==> config.mk <==
export PLATFORM = sky130hd
export DESIGN_NAME = delimited_command_frame_parser
export DESIGN_NICKNAME = d
export VERILOG_FILES = /design/src/rtl/dcfp_pkg.sv /design/src/rtl/dcfp_front.sv /design/src/rtl/dcfp_queue.sv /design/src/rtl/dcfp_back.sv /design/src/rtl/delimited_command_frame_parser.sv
export SDC_FILE = /design/constraint.sdc
export NUM_CORES = 1
export LEC_CHECK = 0
export BUFFER_PORTS_ARGS = -buffer_cell sky130_fd_sc_hd__buf_2
export CAP_MARGIN = 0
export CORE_ASPECT_RATIO = 0.8
export CORE_MARGIN = 1
export CORE_UTILIZATION = 30
export CTS_CLUSTER_SIZE = 40
export DETAILED_ROUTE_END_ITERATION = 16
export SLEW_MARGIN = 20
export SYNTH_ARGS = -nofsm -noshare
export SYNTH_HDL_FRONTEND = slang
export SYNTH_SLANG_ARGS = --single-unit
export TNS_END_PERCENT = 100
==> constraint.sdc <==
create_clock -name i_clk -period 3.95 [get_ports i_clk]
set_clock_uncertainty 0.1 [all_clocks]
set_input_delay 0.5925 -clock i_clk [delete_from_list [all_inputs] [get_ports i_clk]]
set_output_delay 0.5925 -clock i_clk [all_outputs]
set_load 0.1 [all_outputs]
==> src/rtl/dcfp_pkg.sv <==
// ----------------------------------------------------------------------------
// Frame parser package
// Character codes, parser phase codes and shared types of the frame parser.
// ----------------------------------------------------------------------------
`default_nettype none

package dcfp_pkg;

    localparam logic [7:0] CH_HEAD  = 8'h40;  // '@'
    localparam logic [7:0] CH_SEP   = 8'h24;  // '$'
    localparam logic [7:0] CH_END   = 8'h23;  // '#'
    localparam logic [7:0] CH_SPACE = 8'h20;  // ' '

    localparam logic [1:0] PH_HEAD  = 2'd0;
    localparam logic [1:0] PH_CMD   = 2'd1;
    localparam logic [1:0] PH_VALUE = 2'd2;

    localparam int OUT_DATA_W = 24;
    localparam int OUT_USER_W = 2;
    localparam int LEN_W      = 6;

    // Per-frame attributes passed from the parser to the drain side.
    typedef struct packed {
        logic [7:0] cmd;
        logic       ovf;
    } t_frame_info;

endpackage

`default_nettype wire

==> src/rtl/dcfp_front.sv <==
// ----------------------------------------------------------------------------
// Frame parser front end
// Parses one character per beat and writes value characters to the buffer.
// ----------------------------------------------------------------------------
`default_nettype none

module dcfp_front
    import dcfp_pkg::*;
#(
    parameter int MAX_VALUE_LEN = 32,
    parameter int CW            = 6,
    parameter int IW            = 5
) (
    input  wire               i_clk,
    input  wire               i_rst_n,
    input  wire               i_valid,
    output logic              o_ready,
    input  wire  [7:0]        i_ch,
    input  wire               i_q_full,
    output logic              o_wr_en,
    output logic [IW:0]       o_wr_addr,
    output logic [7:0]        o_wr_data,
    output logic              o_push,
    output t_frame_info       o_push_info,
    output logic [CW-1:0]     o_push_len
);

    logic [1:0]    r_phase, n_phase;
    logic [7:0]    r_cmd, n_cmd;
    logic [CW-1:0] r_count, n_count;
    logic          r_ovf, n_ovf;
    logic          r_wbank, n_wbank;
    logic          w_acc;

    assign o_ready = !i_q_full;
    assign w_acc   = i_valid && o_ready;

    always_comb begin
        n_phase = r_phase;
        n_cmd   = r_cmd;
        n_count = r_count;
        n_ovf   = r_ovf;
        n_wbank = r_wbank;
        o_wr_en = 1'b0;
        o_push  = 1'b0;
        if (w_acc) begin
            case (r_phase)
                PH_HEAD: begin
                    if (i_ch == CH_HEAD) begin
                        n_cmd   = CH_SPACE;
                        n_phase = PH_CMD;
                    end
                end
                PH_CMD: begin
                    if (i_ch == CH_END) begin
                        n_phase = PH_HEAD;
                    end else if (i_ch == CH_SEP) begin
                        n_count = '0;
                        n_ovf   = 1'b0;
                        n_phase = PH_VALUE;
                    end else begin
                        n_cmd = i_ch;
                    end
                end
                PH_VALUE: begin
                    if (i_ch == CH_SEP) begin
                        n_phase = PH_HEAD;
                    end else if (i_ch == CH_END) begin
                        o_push  = 1'b1;
                        n_wbank = !r_wbank;
                        n_phase = PH_HEAD;
                    end else if (r_count < CW'(MAX_VALUE_LEN)) begin
                        o_wr_en = 1'b1;
                        n_count = r_count + 1'b1;
                    end else begin
                        n_ovf = 1'b1;
                    end
                end
                default: begin
                    n_phase = PH_HEAD;
                end
            endcase
        end
    end

    always_ff @(posedge i_clk) begin
        if (!i_rst_n) begin
            r_phase <= PH_HEAD;
            r_cmd   <= CH_SPACE;
            r_count <= '0;
            r_ovf   <= 1'b0;
            r_wbank <= 1'b0;
        end else begin
            r_phase <= n_phase;
            r_cmd   <= n_cmd;
            r_count <= n_count;
            r_ovf   <= n_ovf;
            r_wbank <= n_wbank;
        end
    end

    assign o_wr_addr   = {r_wbank, r_count[IW-1:0]};
    assign o_wr_data   = i_ch;
    assign o_push_info = '{cmd: r_cmd, ovf: r_ovf};
    assign o_push_len  = r_count;

endmodule

`default_nettype wire

==> src/rtl/dcfp_queue.sv <==
// ----------------------------------------------------------------------------
// Frame descriptor queue
// Two-entry queue of completed frames, one per value buffer bank.
// ----------------------------------------------------------------------------
`default_nettype none

module dcfp_queue
    import dcfp_pkg::*;
#(
    parameter int CW = 6
) (
    input  wire               i_clk,
    input  wire               i_rst_n,
    input  wire               i_push,
    input  wire t_frame_info  i_push_info,
    input  wire  [CW-1:0]     i_push_len,
    output logic              o_full,
    input  wire               i_pop,
    output logic              o_valid,
    output t_frame_info       o_info,
    output logic [CW-1:0]     o_len
);

    t_frame_info   r_info [2];
    logic [CW-1:0] r_len  [2];
    logic          r_wr_ptr, r_rd_ptr;
    logic [1:0]    r_count;

    always_ff @(posedge i_clk) begin
        if (!i_rst_n) begin
            r_wr_ptr <= 1'b0;
            r_rd_ptr <= 1'b0;
            r_count  <= 2'd0;
        end else begin
            if (i_push) begin
                r_wr_ptr <= !r_wr_ptr;
            end
            if (i_pop) begin
                r_rd_ptr <= !r_rd_ptr;
            end
            r_count <= r_count + {1'b0, i_push} - {1'b0, i_pop};
        end
    end

    always_ff @(posedge i_clk) begin
        if (i_push) begin
            r_info[r_wr_ptr] <= i_push_info;
            r_len[r_wr_ptr]  <= i_push_len;
        end
    end

    assign o_full  = r_count[1];
    assign o_valid = r_count != 2'd0;
    assign o_info  = r_info[r_rd_ptr];
    assign o_len   = r_len[r_rd_ptr];

endmodule

`default_nettype wire

==> src/rtl/dcfp_back.sv <==
// ----------------------------------------------------------------------------
// Frame parser back end
// Holds the two-bank value buffer and drains completed frames beat by beat.
// ----------------------------------------------------------------------------
`default_nettype none

module dcfp_back
    import dcfp_pkg::*;
#(
    parameter int CW            = 6,
    parameter int IW            = 5
) (
    input  wire               i_clk,
    input  wire               i_rst_n,
    input  wire               i_wr_en,
    input  wire  [IW:0]       i_wr_addr,
    input  wire  [7:0]        i_wr_data,
    input  wire               i_q_valid,
    input  wire t_frame_info  i_q_info,
    input  wire  [CW-1:0]     i_q_len,
    output logic              o_pop,
    output logic              o_valid,
    input  wire               i_ready,
    output logic [7:0]        o_cmd,
    output logic [7:0]        o_char,
    output logic              o_present,
    output logic [LEN_W-1:0]  o_len,
    output logic              o_ovf,
    output logic              o_last
);

    localparam int DEPTH = 2 * (2 ** IW);

    logic [7:0]    r_mem [DEPTH];
    logic [7:0]    r_rd_data;
    logic [IW-1:0] r_idx;
    logic          r_rbank;

    logic          r_a_valid, r_a_present, r_a_last, r_a_ovf;
    logic [7:0]    r_a_cmd;
    logic [CW-1:0] r_a_len;

    logic          w_a_move, w_issue, w_is_last, w_empty, w_o_load;

    assign w_o_load  = !o_valid || i_ready;
    assign w_a_move  = r_a_valid && w_o_load;
    assign w_issue   = i_q_valid && (!r_a_valid || w_a_move);
    assign w_empty   = i_q_len == '0;
    assign w_is_last = w_empty || (({1'b0, CW'(r_idx)} + 1'b1) == {1'b0, i_q_len});
    assign o_pop     = w_issue && w_is_last;

    always_ff @(posedge i_clk) begin
        if (i_wr_en) begin
            r_mem[i_wr_addr] <= i_wr_data;
        end
        if (w_issue && !w_empty) begin
            r_rd_data <= r_mem[{r_rbank, r_idx}];
        end
    end

    always_ff @(posedge i_clk) begin
        if (!i_rst_n) begin
            r_idx     <= '0;
            r_rbank   <= 1'b0;
            r_a_valid <= 1'b0;
            o_valid   <= 1'b0;
        end else begin
            if (w_issue) begin
                r_a_valid <= 1'b1;
                if (w_is_last) begin
                    r_idx   <= '0;
                    r_rbank <= !r_rbank;
                end else begin
                    r_idx <= r_idx + 1'b1;
                end
            end else if (w_a_move) begin
                r_a_valid <= 1'b0;
            end
            if (w_o_load) begin
                o_valid <= r_a_valid;
            end
        end
    end

    always_ff @(posedge i_clk) begin
        if (w_issue) begin
            r_a_present <= !w_empty;
            r_a_last    <= w_is_last;
            r_a_cmd     <= i_q_info.cmd;
            r_a_ovf     <= i_q_info.ovf;
            r_a_len     <= i_q_len;
        end
        if (w_a_move) begin
            o_cmd     <= r_a_cmd;
            o_char    <= r_a_present ? r_rd_data : 8'h00;
            o_present <= r_a_present;
            o_len     <= LEN_W'(r_a_len);
            o_ovf     <= r_a_ovf;
            o_last    <= r_a_last;
        end
    end

endmodule

`default_nettype wire

==> src/rtl/delimited_command_frame_parser.sv <==
// ----------------------------------------------------------------------------
// Delimited command frame parser
// Deframes '@' command '$' value '#' messages into per-character records.
// ----------------------------------------------------------------------------
// The parser takes one character per beat and turns each complete frame of
// the form '@' command '$' value '#' into a run of output beats, one per
// stored value character, with tlast on the final beat; a frame whose value
// is empty gives a single beat with char_present low. Parsing runs at one
// character per cycle unless held off, and a completed frame drains at one
// beat per cycle while the receiver is ready, paced by the single read port
// of the value buffer. The value buffer has two banks, so the parser keeps
// taking characters while the previous frame drains, and it holds off
// (s_tready low) only while two completed frames both wait to be drained.
// Value characters beyond MAX_VALUE_LEN are dropped and every beat of that
// frame carries truncated.
// ----------------------------------------------------------------------------
`default_nettype none

module delimited_command_frame_parser
    import dcfp_pkg::*;
#(
    parameter int MAX_VALUE_LEN = 32
) (
    input  wire                     i_clk,
    input  wire                     i_rst_n,
    // Character input.
    input  wire                     i_s_tvalid,
    output logic                    o_s_tready,
    input  wire  [7:0]              i_s_tdata,   // [7:0] ch
    // Record output.
    output logic                    o_m_tvalid,
    input  wire                     i_m_tready,
    output logic [OUT_DATA_W-1:0]   o_m_tdata,   // [7:0] command_code, [15:8] value_char,
                                                 // [21:16] value_length, [23:22] zero
    output logic [OUT_USER_W-1:0]   o_m_tuser,   // [0] char_present, [1] truncated
    output logic                    o_m_tlast    // last
);

    // Count width holds 0..MAX_VALUE_LEN; index width addresses one bank.
    localparam int CW = $clog2(MAX_VALUE_LEN + 1);
    localparam int IW = (MAX_VALUE_LEN > 1) ? $clog2(MAX_VALUE_LEN) : 1;

    logic              w_wr_en;
    logic [IW:0]       w_wr_addr;
    logic [7:0]        w_wr_data;
    logic              w_push, w_pop, w_q_full, w_q_valid;
    t_frame_info       w_push_info, w_q_info;
    logic [CW-1:0]     w_push_len, w_q_len;

    logic [7:0]        w_cmd, w_char;
    logic              w_present, w_ovf;
    logic [LEN_W-1:0]  w_len;

    // Front end: phase tracking, command capture and value buffer writes.
    dcfp_front #(
        .MAX_VALUE_LEN (MAX_VALUE_LEN),
        .CW            (CW),
        .IW            (IW)
    ) u_front (
        .i_clk       (i_clk),
        .i_rst_n     (i_rst_n),
        .i_valid     (i_s_tvalid),
        .o_ready     (o_s_tready),
        .i_ch        (i_s_tdata),
        .i_q_full    (w_q_full),
        .o_wr_en     (w_wr_en),
        .o_wr_addr   (w_wr_addr),
        .o_wr_data   (w_wr_data),
        .o_push      (w_push),
        .o_push_info (w_push_info),
        .o_push_len  (w_push_len)
    );

    // Completed frames wait here; each entry owns one buffer bank.
    dcfp_queue #(
        .CW (CW)
    ) u_queue (
        .i_clk       (i_clk),
        .i_rst_n     (i_rst_n),
        .i_push      (w_push),
        .i_push_info (w_push_info),
        .i_push_len  (w_push_len),
        .o_full      (w_q_full),
        .i_pop       (w_pop),
        .o_valid     (w_q_valid),
        .o_info      (w_q_info),
        .o_len       (w_q_len)
    );

    // Back end: buffer read, one stage of read data and the output register.
    dcfp_back #(
        .CW            (CW),
        .IW            (IW)
    ) u_back (
        .i_clk     (i_clk),
        .i_rst_n   (i_rst_n),
        .i_wr_en   (w_wr_en),
        .i_wr_addr (w_wr_addr),
        .i_wr_data (w_wr_data),
        .i_q_valid (w_q_valid),
        .i_q_info  (w_q_info),
        .i_q_len   (w_q_len),
        .o_pop     (w_pop),
        .o_valid   (o_m_tvalid),
        .i_ready   (i_m_tready),
        .o_cmd     (w_cmd),
        .o_char    (w_char),
        .o_present (w_present),
        .o_len     (w_len),
        .o_ovf     (w_ovf),
        .o_last    (o_m_tlast)
    );

    assign o_m_tdata = {2'b00, w_len, w_char, w_cmd};
    assign o_m_tuser = {w_ovf, w_present};

endmodule

`default_nettype wire

Yosys cells after proc, flatten, opt, wreduce, memory -nomap -nowiden
Memory sizes are Yosys's and may differ from the RTL's. A register that Yosys moved wholly into a read port is not among the register bits.
Index checks and enable logic that the tools add are counted.
{"block": "word_totals", "reg_bits": 63, "ram_bits": 542, "in_bits": 12, "memories": 3}
{"name": "u_back.r_mem", "depth": 64, "word_bits": 8, "rd": 1, "rd_ports_with_merged_regs": 1, "write_ports": 1, "line_no": "dcfp_back.sv:34", "source": "logic [7:0] r_mem [DEPTH];"}
{"name": "u_queue.r_info", "depth": 2, "word_bits": 9, "rd": 1, "rd_ports_with_merged_regs": 1, "write_ports": 1, "line_no": "dcfp_queue.sv:24", "source": "t_frame_info r_info [2];"}
{"name": "u_queue.r_len", "depth": 2, "word_bits": 6, "rd": 1, "rd_ports_with_merged_regs": 1, "write_ports": 1, "line_no": "dcfp_queue.sv:25", "source": "logic [CW-1:0] r_len [2];"}
{"block": "op_classes", "addsub": 5, "n_lt_le_gt_ge": 1, "n_eq_ne": 16, "n_mux": 40, "bitwise": 1, "reduce_logical": 28}
{"op": "6-bit two-way mux", "n": 5}
{"op": "8-bit two-way mux", "n": 3}
{"op": "1-bit two-way mux", "n": 22}
{"op": "8-bit by 6-bit == test with 1-bit output (second input constant)", "n": 2}
{"op": "8-bit one-hot mux with 2 select lines", "n": 1}
{"op": "7-bit AND reduction", "n": 2}
{"op": "6-bit one-hot mux with 2 select lines", "n": 1}
{"op": "2-bit two-way mux", "n": 5}
{"op": "2-bit != test (second input constant)", "n": 5}
{"op": "8-bit by 7-bit == test with 1-bit output (second input constant)", "n": 1}
{"op": "1-bit logical NOT", "n": 8}
{"op": "4-bit AND reduction", "n": 2}
{"op": "2-bit nonzero test", "n": 4}
{"op": "7-bit by 6-bit == test with 1-bit output", "n": 1}
{"op": "5-bit by 1-bit adder with 6-bit output (second input constant)", "n": 1}
{"op": "6-bit by 1-bit adder with 6-bit output (second input constant)", "n": 1}
{"op": "6-bit logical NOT", "n": 1}
{"op": "6-bit < comparator (second input constant)", "n": 1}
{"op": "2-bit by 1-bit != test with 1-bit output (second input constant)", "n": 3}
{"op": "3-bit by 1-bit != test with 1-bit output (second input constant)", "n": 2}
{"op": "2-bit one-hot mux with 3 select lines", "n": 1}
{"op": "5-bit by 1-bit adder with 5-bit output (second input constant)", "n": 1}
{"op": "1-bit logical AND", "n": 5}
{"op": "5-bit two-way mux", "n": 1}
{"op": "10 further kinds", "n": 12}

Depth between registers and ports, before layout
{"block": "depth", "ltp_word": 8, "depth_mapped": 13}

Cells and area by module
From an unflattened synthesis, not the netlist that was laid out.
{"block": "hier_totals", "cells_unflattened": 1234, "area_unflattened_um2": 24348.4}
{"mod": "dcfp_back", "instances": 1, "cells_each": 1048, "area_per_inst_um2": 21916.0, "seq_area_each_um2": 17036.3}
{"mod": "dcfp_queue", "instances": 1, "cells_each": 67, "area_per_inst_um2": 1360.1, "seq_area_each_um2": 1001.0}
{"mod": "dcfp_front", "instances": 1, "cells_each": 114, "area_per_inst_um2": 1038.5, "seq_area_each_um2": 360.3}
{"mod": "delimited_command_frame_parser", "instances": 1, "cells_each": 5, "area_per_inst_um2": 33.8, "seq_area_each_um2": 0.0}

Worst setup path after synthesis
No wires, ideal clock.
{"block": "synth_path", "kind": "reg2reg", "start": "reg u_back.o_valid", "end": "reg u_queue.r_count[1]", "t_arrival_ns": 2.897, "required_time_ns": 3.735, "path_slack_ns": 0.838, "path_stages_with_launch": 13, "path_buffers": 0, "period_less_slack_ns": 3.112, "path_cell_list": "dfxtp_1 -> nor2b_1 -> nand2_1 -> o21ai_0 -> inv_1 -> o31ai_2 -> nor2_1 -> ha_1 -> inv_1 -> ha_1 -> xnor2_1 -> xnor2_1 -> and2_1"}
{"block": "synth_via", "elab_chain_cells": 7}
{"element": "from (decl)", "line_no": "dcfp_back.sv:22", "source": "output logic o_valid,"}
{"element": "from (signal assigned)", "line_no": "dcfp_back.sv:80", "source": "o_valid <= r_a_valid;"}
{"element": "1-bit logical NOT", "line_no": "dcfp_back.sv:45", "source": "assign w_o_load = !o_valid || i_ready;"}
{"element": "1-bit logical OR", "line_no": "dcfp_back.sv:45"}
{"element": "1-bit logical AND", "line_no": "dcfp_back.sv:46", "source": "assign w_a_move = r_a_valid && w_o_load;"}
{"element": "1-bit logical OR", "line_no": "dcfp_back.sv:47", "source": "assign w_issue = i_q_valid && (!r_a_valid || w_a_move);"}
{"element": "1-bit logical AND", "line_no": "dcfp_back.sv:47"}
{"element": "via u_back.w_issue", "line_no": "dcfp_back.sv:43", "source": "logic w_a_move, w_issue, w_is_last, w_empty, w_o_load;"}
{"element": "1-bit logical AND", "line_no": "dcfp_back.sv:50", "source": "assign o_pop = w_issue && w_is_last;"}
{"element": "via u_back.o_pop", "line_no": "dcfp_back.sv:21", "source": "output logic o_pop,"}
{"element": "2-bit by 1-bit subtractor with 2-bit output", "line_no": "dcfp_queue.sv:41", "source": "r_count <= r_count + {1'b0, i_push} - {1'b0, i_pop};"}
{"element": "to (signal assigned)", "line_no": "dcfp_queue.sv:41"}
{"element": "to (decl)", "line_no": "dcfp_queue.sv:27", "source": "logic [1:0] r_count;"}
The timed path passes the listed nets, and every way through them passes these cells.
A chain may end at the register's enable or synchronous reset.

==> impl_results.md <==
- CTS tree: done
- Syn. warnings: 0
- Clk network pwr share: between 40% and 50%
- Crit path required time: 4330 ps
- Synth Flop Type: edfxtp_1
- I/O pins: 41
- Mapped Cells: 1221
- Cell variety after synth: 60
- Rows: 92
- Area of the multi-input gates: 5520 um2
- Post-synth EDFFs: 592
- Clk sinks: 623
- Peak supply drop: 0.000295 V
- Drt pass-1 iters: 5
- CTS max path bufs: 3
- Antenna diode count: 0
- Post-synth top area share: 73.3%
- Placed Cells: ~2.3k
- CTS Hold Bufs: 0
- Mapped cell area: 24300 um2
- Fin nets: 1310
- Final wirelength: roughly 56000 um
- Starting DRT DRC Count: 1428
- Final slew viol count: 0
- Final hold vios: 0
- Setup-failing EPs final: 0
- Seq pwr share: 56.8%
- Pint: 10.2 mW
- Core area: 79400 um2
- Residual DRC count: 0
- Period minus WS final: about 3300 ps
- Num CTS Buffers: 54
- Crit path DAT: about 3700 ps
- Reg clk slew, reported paths: 70 ps
- Post-DP HPWL: ~36000 um
- Die extent in y: between 200 and 300 um
- Sequential standard cell area: roughly 18000 um2
- GRT Residual Overflow: 0
- Tcrit/Tclk final: 84.3%
- Skew-Pair Late Insertion Delay: 590 ps
- Synth area leaders: edfxtp_1 73%, mux4_2 13%, dfxtp_1 2.6%
- Final std cells w/o fill: 2373
- Share of cells above drive strength 1: between 20% and 30%
- # fillers: 7312
- Routed Antenna Nets: 0
- Die W: 320 um
- Critical path peak fanout: 8
- Initial antenna violation count: 3
- Via count: 11.9k
- Status: finished, final reports clean
- Number of global-route vias before repair: 11.7k
- #FFs+latches synth: 623
- GRT Total Usage: 13.4%
- Most common cell in the netlist: edfxtp_1
- Worst Tran Pin Value: between 900 and 1000 ps
- Port Buf Inserts: 38
- GPL Wtd Cong: 0.850
- Post-synth ARST share: 0%
- Sequential-to-total area share from yosys stat: between 70% and 80%
- Switching portion of total power: 19.5%
- Gate power share: 1.2%
- H-Tree Level Count: 2
- Starting Density: a little under a third
- Worst setup EP type: register
- DR vias/cell: 5.01
- Avg Cell Area, Syn: about 20 um2
- Hold WC Path Type: in -> reg
- Final TNS setup: 0 ps
- Static leakage: just over 8 nW
- Setup bufs post-CTS: 0
- Critical Path Source Type: register
- Critical path type: reg -> reg
- Drt wl/cell: about 23 um
- RSZ-0062 raised after global routing: false
- Max Clk Rate: 300 MHz
- Overall power: 12.7 mW
- Largest net degree at the start of global routing: 97
- Synth cell count leaders: 592 x edfxtp_1, 136 x mux4_2, 101 x nor2_1
- Max-cap violations: 0
- Synth area leader: edfxtp_1
- Die area: between 80000 and 90000 um2
- Post-CTS resize count: 0
- Clock root cell: clkbuf_16
- First-pass GRT wire length: 81700 um
- Layout overhead on the synthesized area: 13.7%
- Pwr Density: 460 nW/um2
- Sw power: 2.47 mW
- Slew headroom: 33.6%
[cell type report]
cell class,count,area share (%)
clock buffer,72,5.29
clock inverter,29,1.11
inverter,15,0.204
multi-input combinational,521,20.0
sequential,623,66.7
tap,1034,4.69
timing repair buffer,79,1.94
[routing by layer]
metal	up-vias	GRT usage [%]	part of all wire, %
li1	5060	-	-
met1	6232	20.3	45
met2	523	19.2	43
met3	77	3.57	9.5
met4	2	2.80	1.8
met5	-	0	0.023
[kinds of logic (layout without fill, tap and decap cells)]
family	count (synthesis)	after routing	synth area share [%]
mux	193	193	15.1
buf+inv	78	195	1.43
compound gates	84	84	2.42
simple gates	224	224	4.41
flops	623	623	75.8
xor+xnor	14	14	0.567
other cells	1	2	0.0155
fa+ha+maj	4	4	0.206
[worst paths after layout]
| path | startpoint | endpoint | slack, ps | cells after the start |
|---|---|---|---|---|
| setup / recovery | register | u_queue.r_count[1]$_SDFF_PN0_ | 620 | 11 |
| hold / removal | i_s_tdata[0] | u_back.r_mem[36][0]$_DFFE_PP_ | 180 | 1 |
| setup reg to reg | register | u_queue.r_count[1]$_SDFF_PN0_ | 620 | 11 |
| hold reg to reg | u_back.r_a_cmd[2]$_DFFE_PP_ | u_back.o_cmd[2]$_DFFE_PP_ | 320 | 0 |
[flip-flops by register name, indices dropped and copies added (netlist names), 8 cells and up, named ones only]
register	cells
u_back.o_cmd	8
u_front.r_cmd	8
u_queue.r_len	12
u_back.r_a_cmd	8
u_back.r_mem	512
u_back.r_rd_data	8
u_back.o_char	8
u_queue.r_info	18
[metrics by stage]
step                      worst slack (ps)  cell area [um2]  util, %  hold WS [ps]
after global routing                   422            27600     34.7           171
after detailed placement               349            25800     32.5           305
final                                  620            27600     34.7           184
after floorplan                        838            24300        -           300
after global placement                 411            25800     32.5           304
after CTS                              641            27600     34.7           164
[critical path, stage by stage (launching register included)]
cell,delay (ps)
dfxtp_1,610
mux2i_1,500
xor3_1,450
nor4_4,360
nor2_2,120
nor2_1,250
ha_1,280
inv_1,50
ha_1,140
xnor2_1,130
xnor2_1,80
and2_1,150
[layout by cell type (no fill, tap or decap), types with 4 or more instances in the layout]
master	n
nand3b_1	5
o21a_1	10
clkinvlp_4	6
nand3_1	15
inv_1	14
bufinv_16	6
nor2_1	101
a21boi_0	5
a21oi_1	12
a22oi_1	8
o21ai_0	10
mux2_2	11
edfxtp_1	592
or3_1	4
clkinv_2	10
clkbuf_16	55
o22ai_1	17
nor2b_1	7
buf_4	38
and2_1	20
clkbuf_1	15
mux2i_1	44
ha_1	4
nand2b_1	5
mux4_2	136
nand2_1	42
buf_2	38
o211ai_1	5
dfxtp_1	28
xnor2_1	10
clkinv_1	6
[power groups by stage]
stage	sequential, mW	clock, mW	combinational (mW)
after floorplan	7.35	0	0.0207
after global placement	7.35	0	0.149
after detailed placement	7.35	0	0.153
after CTS	7.20	5.41	0.151
after global routing	7.20	5.67	0.160
final	7.20	5.33	0.148
Power figures use the tool's default switching activity.
